===== config.mk =====
export PLATFORM = sky130hd
export DESIGN_NAME = binary_grid_3x3_neighbor_count
export DESIGN_NICKNAME = d
export VERILOG_FILES = /design/src/bgnc_pkg.sv /design/src/binary_grid_3x3_neighbor_count.sv /design/src/bgnc_front.sv /design/src/bgnc_queue.sv /design/src/bgnc_back.sv
export SDC_FILE = /design/constraint.sdc
export NUM_CORES = 1
export LEC_CHECK = 0
export ABC_AREA = 1
export BUFFER_PORTS_ARGS = -buffer_cell sky130_fd_sc_hd__buf_4
export CAP_MARGIN = 25
export CORE_MARGIN = 1.5
export CORE_UTILIZATION = 57
export DETAILED_ROUTE_END_ITERATION = 12
export PLACE_DENSITY = 0.83
export SKIP_CTS_REPAIR_TIMING = 1
export SYNTH_ARGS = -nofsm -noshare
export SYNTH_HDL_FRONTEND = slang
export SYNTH_SLANG_ARGS = --single-unit

===== constraint.sdc =====
create_clock -name clk -period 14.36 [get_ports clk]
set_input_delay 1.436 -clock clk [delete_from_list [all_inputs] [get_ports clk]]
set_output_delay 1.436 -clock clk [all_outputs]
set_load 0.02 [all_outputs]

===== src/bgnc_pkg.sv =====
`timescale 1ns / 1ps

package bgnc_pkg;

    localparam int MAX_WIDTH   = 32;
    localparam int COL_W       = $clog2(MAX_WIDTH);
    localparam int WCFG_W      = 6;
    localparam int HCFG_W      = 16;
    localparam int ROW_W       = 16;
    localparam int CNT_W       = 4;
    localparam int DATA_W      = 16;
    localparam int CFG_IDX_W   = 1;
    localparam int POS_W       = $clog2(MAX_WIDTH + 2);
    localparam int QUEUE_DEPTH = 2;
    localparam int QPTR_W      = $clog2(QUEUE_DEPTH);

    // Configuration register indexes.
    localparam logic [CFG_IDX_W-1:0] CFG_GRID_WIDTH  = 1'b0;
    localparam logic [CFG_IDX_W-1:0] CFG_GRID_HEIGHT = 1'b1;

    localparam logic [WCFG_W-1:0] GRID_WIDTH_RST  = 6'd32;
    localparam logic [HCFG_W-1:0] GRID_HEIGHT_RST = 16'd1;

    // Window bit k is row k/3 (0 = two rows up) and column k%3 (0 = two cells left).
    localparam logic [8:0] WIN_TOP_ROW = 9'b000_000_111;
    localparam logic [8:0] WIN_COL0    = 9'b001_001_001;
    localparam logic [8:0] WIN_COL1    = 9'b010_010_010;
    localparam logic [8:0] WIN_SHIFT   = 9'b011_011_011;

    // Result positions inside one job: two window results, then the row flush.
    localparam logic [POS_W-1:0] POS_PRE0  = POS_W'(0);
    localparam logic [POS_W-1:0] POS_PRE1  = POS_W'(1);
    localparam logic [POS_W-1:0] POS_FLUSH = POS_W'(2);

    typedef struct packed {
        logic [1:0]           pre_valid;
        logic [CNT_W-1:0]     pre_count0;
        logic [CNT_W-1:0]     pre_count1;
        logic [ROW_W-1:0]     row;
        logic [COL_W-1:0]     col;
        logic                 flush;
        logic                 has_older;
        logic [COL_W-1:0]     w_m1;
        logic [MAX_WIDTH-1:0] recent_bits;
        logic [MAX_WIDTH-1:0] older_bits;
    } job_t;

    function automatic logic [CNT_W-1:0] ones9(input logic [8:0] v);
        logic [CNT_W-1:0] s;
        s = '0;
        for (int i = 0; i < 9; i++)
        begin
            s = s + CNT_W'(v[i]);
        end
        return s;
    endfunction

endpackage


===== src/binary_grid_3x3_neighbor_count.sv =====
`timescale 1ns / 1ps

// Streaming 3x3 box sum over a binary grid sent in raster order, one cell per request.
// Each result carries the number of set cells in the window around one cell, with
// positions outside the grid left out, plus its row and column. A cell's result
// leaves once the cell below and to its right has arrived, and the frame's last cell
// flushes the whole final row, the final result marked end_of_frame. The front stage
// takes one cell per clock while in_stall is low and turns it into a job; the back
// stage emits one result per clock from its job register while out_stall is low. The
// last cell of a row below the first yields a second result, and the frame's last
// cell also yields the flush of the final row; meanwhile the two-entry job queue
// fills and in_stall rises. With the back stage idle, a result passes through the
// job queue, the job register and the output registers. Writing either register
// (index 0 width, 1 height) restarts the frame at row 0, column 0.
module binary_grid_3x3_neighbor_count (
    input  logic                           clk,
    input  logic                           rst_n,
    input  logic                           cfg_we,
    input  logic [bgnc_pkg::CFG_IDX_W-1:0] cfg_index,
    input  logic [bgnc_pkg::DATA_W-1:0]    cfg_data,
    input  logic                           in_valid,
    output logic                           in_stall,
    input  logic                           cell_req,
    output logic                           out_valid,
    input  logic                           out_stall,
    output logic [bgnc_pkg::CNT_W-1:0]     count,
    output logic [bgnc_pkg::ROW_W-1:0]     row_index,
    output logic [bgnc_pkg::COL_W-1:0]     col_index,
    output logic                           last_of_run,
    output logic                           end_of_frame
);

    bgnc_pkg::job_t push_job, head_job;
    logic           q_push_valid, q_push_ready, q_pop_valid, q_pop;

    bgnc_front u_front (
        .clk       (clk),
        .rst_n     (rst_n),
        .cfg_we    (cfg_we),
        .cfg_index (cfg_index),
        .cfg_data  (cfg_data),
        .in_valid  (in_valid),
        .in_stall  (in_stall),
        .cell_req  (cell_req),
        .job_valid (q_push_valid),
        .job_ready (q_push_ready),
        .job       (push_job)
    );

    bgnc_queue u_queue (
        .clk        (clk),
        .rst_n      (rst_n),
        .push_valid (q_push_valid),
        .push_ready (q_push_ready),
        .push_data  (push_job),
        .pop_valid  (q_pop_valid),
        .pop        (q_pop),
        .pop_data   (head_job)
    );

    bgnc_back u_back (
        .clk          (clk),
        .rst_n        (rst_n),
        .job_valid    (q_pop_valid),
        .job_head     (head_job),
        .job_pop      (q_pop),
        .out_valid    (out_valid),
        .out_stall    (out_stall),
        .count        (count),
        .row_index    (row_index),
        .col_index    (col_index),
        .last_of_run  (last_of_run),
        .end_of_frame (end_of_frame)
    );

    // The front never pushes a job into a full queue.
    assert property (@(posedge clk) disable iff (!rst_n)
        q_push_valid |-> q_push_ready)
        else $error("job pushed into a full queue");

    // The back only pops a job that is present.
    assert property (@(posedge clk) disable iff (!rst_n)
        q_pop |-> q_pop_valid)
        else $error("job popped from an empty queue");

    // The frame's final result always closes its run.
    assert property (@(posedge clk) disable iff (!rst_n)
        (out_valid && end_of_frame) |-> last_of_run)
        else $error("end of frame without end of run");

    // A 3x3 window holds at most nine set cells.
    assert property (@(posedge clk) disable iff (!rst_n)
        out_valid |-> (count <= 4'd9))
        else $error("window count out of range");

endmodule


===== src/bgnc_front.sv =====
`timescale 1ns / 1ps

module bgnc_front (
    input  logic                           clk,
    input  logic                           rst_n,
    input  logic                           cfg_we,
    input  logic [bgnc_pkg::CFG_IDX_W-1:0] cfg_index,
    input  logic [bgnc_pkg::DATA_W-1:0]    cfg_data,
    input  logic                           in_valid,
    output logic                           in_stall,
    input  logic                           cell_req,
    output logic                           job_valid,
    input  logic                           job_ready,
    output bgnc_pkg::job_t                 job
);

    logic [bgnc_pkg::WCFG_W-1:0]    width_reg;
    logic [bgnc_pkg::HCFG_W-1:0]    height_reg;
    logic [bgnc_pkg::COL_W-1:0]     col_reg, col_next;
    logic [bgnc_pkg::ROW_W-1:0]     row_reg, row_next;
    logic [8:0]                     win_reg, win_next;
    logic [bgnc_pkg::MAX_WIDTH-1:0] older_reg, older_next;
    logic [bgnc_pkg::MAX_WIDTH-1:0] recent_reg, recent_next;

    logic [bgnc_pkg::WCFG_W-1:0] w_dec;
    logic [bgnc_pkg::COL_W-1:0]  w_m1;
    logic [bgnc_pkg::HCFG_W-1:0] h_m1;
    logic                        o_bit, n_bit;
    logic [8:0]                  row_mask, mask0, mask1;
    logic                        end_col, end_row, accept, job_any;

    always_comb
    begin
        w_dec = width_reg - bgnc_pkg::WCFG_W'(1);
        if (width_reg == '0)
        begin
            w_m1 = '0;
        end
        else if (width_reg > bgnc_pkg::WCFG_W'(bgnc_pkg::MAX_WIDTH))
        begin
            w_m1 = bgnc_pkg::COL_W'(bgnc_pkg::MAX_WIDTH - 1);
        end
        else
        begin
            w_m1 = w_dec[bgnc_pkg::COL_W-1:0];
        end
        h_m1 = (height_reg == '0) ? '0 : height_reg - bgnc_pkg::HCFG_W'(1);

        o_bit    = older_reg[col_reg];
        n_bit    = recent_reg[col_reg];
        win_next = ((win_reg >> 1) & bgnc_pkg::WIN_SHIFT)
                 | {cell_req, 2'b00, n_bit, 2'b00, o_bit, 2'b00};

        // Rows above the grid and columns left of it are masked out of the sums.
        row_mask = (row_reg > bgnc_pkg::ROW_W'(1)) ? 9'h1FF : ~bgnc_pkg::WIN_TOP_ROW;
        mask0    = row_mask & ((col_reg > bgnc_pkg::COL_W'(1)) ? 9'h1FF : ~bgnc_pkg::WIN_COL0);
        mask1    = row_mask & ((col_reg != '0) ? ~bgnc_pkg::WIN_COL0
                                              : ~(bgnc_pkg::WIN_COL0 | bgnc_pkg::WIN_COL1));

        end_col = (col_reg == w_m1);
        end_row = (row_reg == h_m1);

        older_next           = older_reg;
        older_next[col_reg]  = n_bit;
        recent_next          = recent_reg;
        recent_next[col_reg] = cell_req;

        job.pre_valid[0] = (row_reg != '0) && (col_reg != '0);
        job.pre_valid[1] = (row_reg != '0) && end_col;
        job.pre_count0   = bgnc_pkg::ones9(win_next & mask0);
        job.pre_count1   = bgnc_pkg::ones9(win_next & mask1);
        job.row          = row_reg;
        job.col          = col_reg;
        job.flush        = end_col && end_row;
        job.has_older    = (row_reg != '0);
        job.w_m1         = w_m1;
        job.recent_bits  = recent_next;
        job.older_bits   = older_next;

        job_any   = (job.pre_valid != 2'b00) || job.flush;
        in_stall  = !job_ready;
        accept    = in_valid && !in_stall;
        job_valid = accept && job_any;

        col_next = col_reg;
        row_next = row_reg;
        if (job.flush)
        begin
            col_next = '0;
            row_next = '0;
        end
        else if (end_col)
        begin
            col_next = '0;
            row_next = row_reg + bgnc_pkg::ROW_W'(1);
        end
        else
        begin
            col_next = col_reg + bgnc_pkg::COL_W'(1);
        end
    end

    always_ff @(posedge clk or negedge rst_n)
    begin
        if (!rst_n)
        begin
            width_reg  <= bgnc_pkg::GRID_WIDTH_RST;
            height_reg <= bgnc_pkg::GRID_HEIGHT_RST;
            col_reg    <= '0;
            row_reg    <= '0;
            win_reg    <= '0;
        end
        else if (cfg_we)
        begin
            // Any register write abandons the frame in progress.
            if (cfg_index == bgnc_pkg::CFG_GRID_WIDTH)
            begin
                width_reg <= cfg_data[bgnc_pkg::WCFG_W-1:0];
            end
            else
            begin
                height_reg <= cfg_data[bgnc_pkg::HCFG_W-1:0];
            end
            col_reg <= '0;
            row_reg <= '0;
            win_reg <= '0;
        end
        else if (accept)
        begin
            col_reg <= col_next;
            row_reg <= row_next;
            win_reg <= job.flush ? 9'h000 : win_next;
        end
    end

    always_ff @(posedge clk)
    begin
        if (accept && !cfg_we)
        begin
            older_reg  <= older_next;
            recent_reg <= recent_next;
        end
    end

endmodule


===== src/bgnc_queue.sv =====
`timescale 1ns / 1ps

module bgnc_queue (
    input  logic           clk,
    input  logic           rst_n,
    input  logic           push_valid,
    output logic           push_ready,
    input  bgnc_pkg::job_t push_data,
    output logic           pop_valid,
    input  logic           pop,
    output bgnc_pkg::job_t pop_data
);

    bgnc_pkg::job_t                mem [bgnc_pkg::QUEUE_DEPTH];
    logic [bgnc_pkg::QPTR_W-1:0]   wr_ptr_reg, rd_ptr_reg;
    logic [bgnc_pkg::QPTR_W:0]     fill_reg, fill_next;
    logic                          do_push, do_pop;

    always_comb
    begin
        push_ready = (fill_reg != (bgnc_pkg::QPTR_W + 1)'(bgnc_pkg::QUEUE_DEPTH));
        pop_valid  = (fill_reg != '0);
        pop_data   = mem[rd_ptr_reg];
        do_push    = push_valid && push_ready;
        do_pop     = pop && pop_valid;
        fill_next  = fill_reg;
        if (do_push && !do_pop)
        begin
            fill_next = fill_reg + (bgnc_pkg::QPTR_W + 1)'(1);
        end
        else if (do_pop && !do_push)
        begin
            fill_next = fill_reg - (bgnc_pkg::QPTR_W + 1)'(1);
        end
    end

    always_ff @(posedge clk or negedge rst_n)
    begin
        if (!rst_n)
        begin
            wr_ptr_reg <= '0;
            rd_ptr_reg <= '0;
            fill_reg   <= '0;
        end
        else
        begin
            if (do_push)
            begin
                wr_ptr_reg <= wr_ptr_reg + bgnc_pkg::QPTR_W'(1);
            end
            if (do_pop)
            begin
                rd_ptr_reg <= rd_ptr_reg + bgnc_pkg::QPTR_W'(1);
            end
            fill_reg <= fill_next;
        end
    end

    always_ff @(posedge clk)
    begin
        if (do_push)
        begin
            mem[wr_ptr_reg] <= push_data;
        end
    end

endmodule


===== src/bgnc_back.sv =====
`timescale 1ns / 1ps

module bgnc_back (
    input  logic                       clk,
    input  logic                       rst_n,
    input  logic                       job_valid,
    input  bgnc_pkg::job_t             job_head,
    output logic                       job_pop,
    output logic                       out_valid,
    input  logic                       out_stall,
    output logic [bgnc_pkg::CNT_W-1:0] count,
    output logic [bgnc_pkg::ROW_W-1:0] row_index,
    output logic [bgnc_pkg::COL_W-1:0] col_index,
    output logic                       last_of_run,
    output logic                       end_of_frame
);

    bgnc_pkg::job_t               job_reg, job_next;
    logic                         busy_reg, busy_next;
    logic [bgnc_pkg::POS_W-1:0]   pos_reg, pos_next, pos_step, pos_start, pos_off;
    logic                         out_valid_reg, out_valid_next;
    logic [bgnc_pkg::CNT_W-1:0]   count_reg, res_count;
    logic [bgnc_pkg::ROW_W-1:0]   row_reg, res_row;
    logic [bgnc_pkg::COL_W-1:0]   col_reg, res_col;
    logic                         last_reg, eof_reg, res_last, res_eof;
    logic [bgnc_pkg::COL_W-1:0]   x, xl, xr;
    logic                         left_ok, right_ok;
    logic [8:0]                   flush_bits;
    logic                         adv, fire;

    always_comb
    begin
        // Flush sum for column x of the final row over the snapshot of both rows.
        pos_off  = pos_reg - bgnc_pkg::POS_FLUSH;
        x        = pos_off[bgnc_pkg::COL_W-1:0];
        xl       = x - bgnc_pkg::COL_W'(1);
        xr       = x + bgnc_pkg::COL_W'(1);
        left_ok  = (x != '0);
        right_ok = (x != job_reg.w_m1);
        flush_bits = {3'b000,
                      job_reg.recent_bits[x],
                      left_ok  && job_reg.recent_bits[xl],
                      right_ok && job_reg.recent_bits[xr],
                      job_reg.has_older && job_reg.older_bits[x],
                      job_reg.has_older && left_ok  && job_reg.older_bits[xl],
                      job_reg.has_older && right_ok && job_reg.older_bits[xr]};

        case (pos_reg)
            bgnc_pkg::POS_PRE0:
            begin
                res_count = job_reg.pre_count0;
                res_row   = job_reg.row - bgnc_pkg::ROW_W'(1);
                res_col   = job_reg.col - bgnc_pkg::COL_W'(1);
                res_eof   = 1'b0;
                res_last  = !job_reg.pre_valid[1] && !job_reg.flush;
                pos_step  = job_reg.pre_valid[1] ? bgnc_pkg::POS_PRE1 : bgnc_pkg::POS_FLUSH;
            end
            bgnc_pkg::POS_PRE1:
            begin
                res_count = job_reg.pre_count1;
                res_row   = job_reg.row - bgnc_pkg::ROW_W'(1);
                res_col   = job_reg.col;
                res_eof   = 1'b0;
                res_last  = !job_reg.flush;
                pos_step  = bgnc_pkg::POS_FLUSH;
            end
            default:
            begin
                res_count = bgnc_pkg::ones9(flush_bits);
                res_row   = job_reg.row;
                res_col   = x;
                res_eof   = !right_ok;
                res_last  = !right_ok;
                pos_step  = pos_reg + bgnc_pkg::POS_W'(1);
            end
        endcase

        if (job_head.pre_valid[0])
        begin
            pos_start = bgnc_pkg::POS_PRE0;
        end
        else if (job_head.pre_valid[1])
        begin
            pos_start = bgnc_pkg::POS_PRE1;
        end
        else
        begin
            pos_start = bgnc_pkg::POS_FLUSH;
        end

        adv     = !out_valid_reg || !out_stall;
        fire    = busy_reg && adv;
        job_pop = job_valid && (!busy_reg || (fire && res_last));

        job_next  = job_reg;
        busy_next = busy_reg;
        pos_next  = pos_reg;
        if (job_pop)
        begin
            job_next  = job_head;
            busy_next = 1'b1;
            pos_next  = pos_start;
        end
        else if (fire && res_last)
        begin
            busy_next = 1'b0;
        end
        else if (fire)
        begin
            pos_next = pos_step;
        end

        out_valid_next = out_valid_reg;
        if (fire)
        begin
            out_valid_next = 1'b1;
        end
        else if (adv)
        begin
            out_valid_next = 1'b0;
        end
    end

    always_ff @(posedge clk or negedge rst_n)
    begin
        if (!rst_n)
        begin
            busy_reg      <= 1'b0;
            out_valid_reg <= 1'b0;
            pos_reg       <= bgnc_pkg::POS_PRE0;
        end
        else
        begin
            busy_reg      <= busy_next;
            out_valid_reg <= out_valid_next;
            pos_reg       <= pos_next;
        end
    end

    always_ff @(posedge clk)
    begin
        job_reg <= job_next;
        if (fire)
        begin
            count_reg <= res_count;
            row_reg   <= res_row;
            col_reg   <= res_col;
            last_reg  <= res_last;
            eof_reg   <= res_eof;
        end
    end

    assign out_valid    = out_valid_reg;
    assign count        = count_reg;
    assign row_index    = row_reg;
    assign col_index    = col_reg;
    assign last_of_run  = last_reg;
    assign end_of_frame = eof_reg;

endmodule

==> flow_metrics.tcl <==
set metrics [dict create \
    cellLeakagePower_uw 0.009573 \
    start_util_pct 58.35 \
    skew_ns 0.01687 \
    first_pass_iters 6 \
    track_usage_pct 27.78 \
    final_area_sq_um 23710 \
    synthesis.area_sq_um 21520 \
    pwr-share-clk_pct 21.1 \
    synth.area.top_cells "edfxtp_1, nand2_1, dfrtp_1, o21ai_0, inv_1" \
    gr-total-overflow 0 \
    avgSynthCellArea_sq_um 9.933 \
    largest_reg_flops 202 \
    clock_path_buffers 3 \
    cap_viol_max_count 0 \
    cp.arrival_ns 6.54 \
    slew_violations 0 \
    post_dp_cell_area_sq_um 22290 \
    synth_edf_count 393 \
    cts_max_level 2 \
    hold_ws_ns 0.4892 \
    rsz0062_at_grt "no" \
    slew-limit-headroom_pct 31.16 \
    fmax_mhz 161.0 \
    dp_slack_ns 8.156 \
    wirelength_um 52870 \
    placedCellCount 2651 \
    internal_power_uw 3172 \
    die_w_um 197.3 \
    cts_buffers 44 \
    synth.distinct_cells 52 \
    syn-num-nets 2229 \
    fin_nets 2257 \
    final_cells 2733 \
    ys_ff_latch 454 \
    worstSetupPathType "reg2reg" \
    drive_gt1_share_pct 8.300 \
    power_frac_seq_pct 38.8 \
    path_clk_slew_ns 0.06 \
    grt_pass1_wl_um 82810 \
    num_antenna_cells 0 \
    num_rows 70 \
    die-area_sq_um 38920 \
    core_area_sq_um 36870 \
    period_minus_slack_ns 6.211 \
    synth_most_common_cell "nand2_1" \
    clk_latency_ns 0.58 \
    drc 0 \
    ys_seq_area_share_pct 61.96 \
    crit_fanout 33 \
    dp_hpwl_um 35130 \
    power.density_nw_per_um2 225.0 \
    r2r_slack_ns 8.15 \
    boundaryPins 52 \
    syn_inst 2166 \
    wl_per_cell_um 19.35 \
    ir_drop_mv 0.1382 \
    dr.first_iter.drc_count 1806 \
    setup_viol 0 \
    ys.warnings.count 0 \
    finalHoldViolCount 0 \
    critPathLaunchType "flip-flop" \
    grt_antenna_before_repair 3 \
    synth_top_cell_by_area "edfxtp_1" \
    outcome "finished, final reports clean" \
    fillers 2724 \
    cp_data_required_time_ns 14.69 \
    synth_top_cells_by_count "nand2_1, edfxtp_1, inv_1" \
    p_sw_uw 2163 \
    vias 15700 \
    hold_path_class "reg2reg" \
    fin_ws_ns 8.149 \
    tightest_slew_ns 1.033 \
    cts_root_buf "clkbuf_16" \
    timing.final.crit_share_pct 43.25 \
    dieHeight_um 197.3 \
    cts.sink_count 454 \
    switching_share_pct 40.55 \
    cts_tree "yes" \
    via_per_inst 5.745 \
    synth_top_cell_area_share_pct 54.85 \
    io_buffers 51 \
    comb_power_share_pct 40.1 \
    synth_ff_type "edfxtp_1" \
    gp_congestion 0.9360 \
    grt_pass1_vias 15370 \
    tns_ns 0 \
    grt_max_degree 102 \
    async_flop_share_pct 13.44 \
    endpoint_kind "flip-flop" \
    area_delta_synth_final_pct 10.21 \
    ant_nets 0 \
]
## area by class of cell
type / count / area [sq um] / area share, %
inverter: 202 / 763.2 / 3.219
sequential: 454 / 13330 / 56.23
multi-input combinational: 1428 / 7072 / 29.82
clock inverter: 21 / 201.4 / 0.8496
clock buffer: 60 / 1191 / 5.023
timing repair buffer: 64 / 520.5 / 2.195
tap: 504 / 630.6 / 2.659
## routing by layer
layer	vias up	global-route usage [%]	part of all wire [%]
li1	7349	-	-
met1	7405	39.76	43
met5	-	0	0.044
met4	4	11.08	3.4
met2	814	42.92	45
met3	130	4.320	8.7
## kinds of logic after synthesis
kind of cell / after synthesis / share of synthesized area [%]
AOI/OAI and AO/OA: 336 / 8.694
xor gates and xnor gates: 46 / 1.907
adders and majority gates: 40 / 2.710
buffers and inverters: 284 / 5.245
DFF: 454 / 61.96
muxes: 2 / 0.1047
and+or+nand+nor: 1004 / 19.38
## placed cells by master (no fill, tap or decap), types with 4 or more instances in the layout
cell type,synthesis,routed
nor2_4,5,7
nand2_1,667,667
inv_1,198,195
a21oi_1,78,78
ha_1,29,29
a32o_1,4,4
clkbuf_16,0,44
nand3_1,86,86
xor2_1,33,33
o21a_1,10,10
o21ai_1,23,23
clkbuf_1,54,13
o221ai_1,9,9
o22ai_1,11,11
fa_1,11,11
xnor2_1,12,12
a221oi_1,4,4
nand2_2,10,10
o211ai_1,13,13
nor2_2,7,7
buf_4,1,62
o21ai_0,168,168
inv_2,4,5
edfxtp_1,393,393
nor2_1,162,160
nand3_2,5,5
clkinv_1,0,8
clkinv_2,0,5
nor3_1,23,23
dfrtp_1,59,57
nand4_1,23,23
## per-stage QoR
| step | total power (uW) | utilization, % |
|---|---|---|
| 6_report | 5335 | 64.31 |
| 3_5_place_dp | 4178 | 60.45 |
| 3_3_place_gp | 4119 | 60.38 |
| 5_1_grt | 5655 | 64.31 |
| 4_1_cts | 5313 | 64.23 |
| 2_1_floorplan | 3508 | - |
## worst paths after layout
kind                                    start                 end  cells past startpoint
setup / recovery            u_back.pos_reg[1]     u_back.count[1]                     16
hold / removal             u_queue.wr_ptr_reg  u_queue.wr_ptr_reg                      2
setup reg to reg            u_back.pos_reg[1]     u_back.count[1]                     16
hold reg to reg            u_queue.wr_ptr_reg  u_queue.wr_ptr_reg                      2
max in group asynchronous               rst_n   u_back.pos_reg[0]                      1
min in group asynchronous               rst_n  u_queue.rd_ptr_reg                      1
## critical path, cell delays in order (launching register included)
cell and delay (ns):
dfrtp_1 0.99, inv_2 0.34, ha_1 1.06, inv_1 0.72
a21oi_1 0.33, a221o_1 0.18, o21ai_0 0.08, o21ai_0 0.18
nor2_1 0.09, ha_1 0.27, inv_1 0.05, fa_1 0.50
fa_1 0.43, inv_1 0.07, fa_1 0.40, a22oi_1 0.16
nand2_1 0.08
## power by group through the flow
| stage | registers, uW | logic, uW | clock network (uW) |
|---|---|---|---|
| 3_5_place_dp | 2090 | 2090 | 0 |
| 6_report | 2070 | 2140 | 1120 |
| 4_1_cts | 2070 | 2110 | 1140 |
| 2_1_floorplan | 2090 | 1410 | 0 |
| 3_3_place_gp | 2080 | 2040 | 0 |
| 5_1_grt | 2100 | 2370 | 1180 |
(Power assumes the default switching activity.)
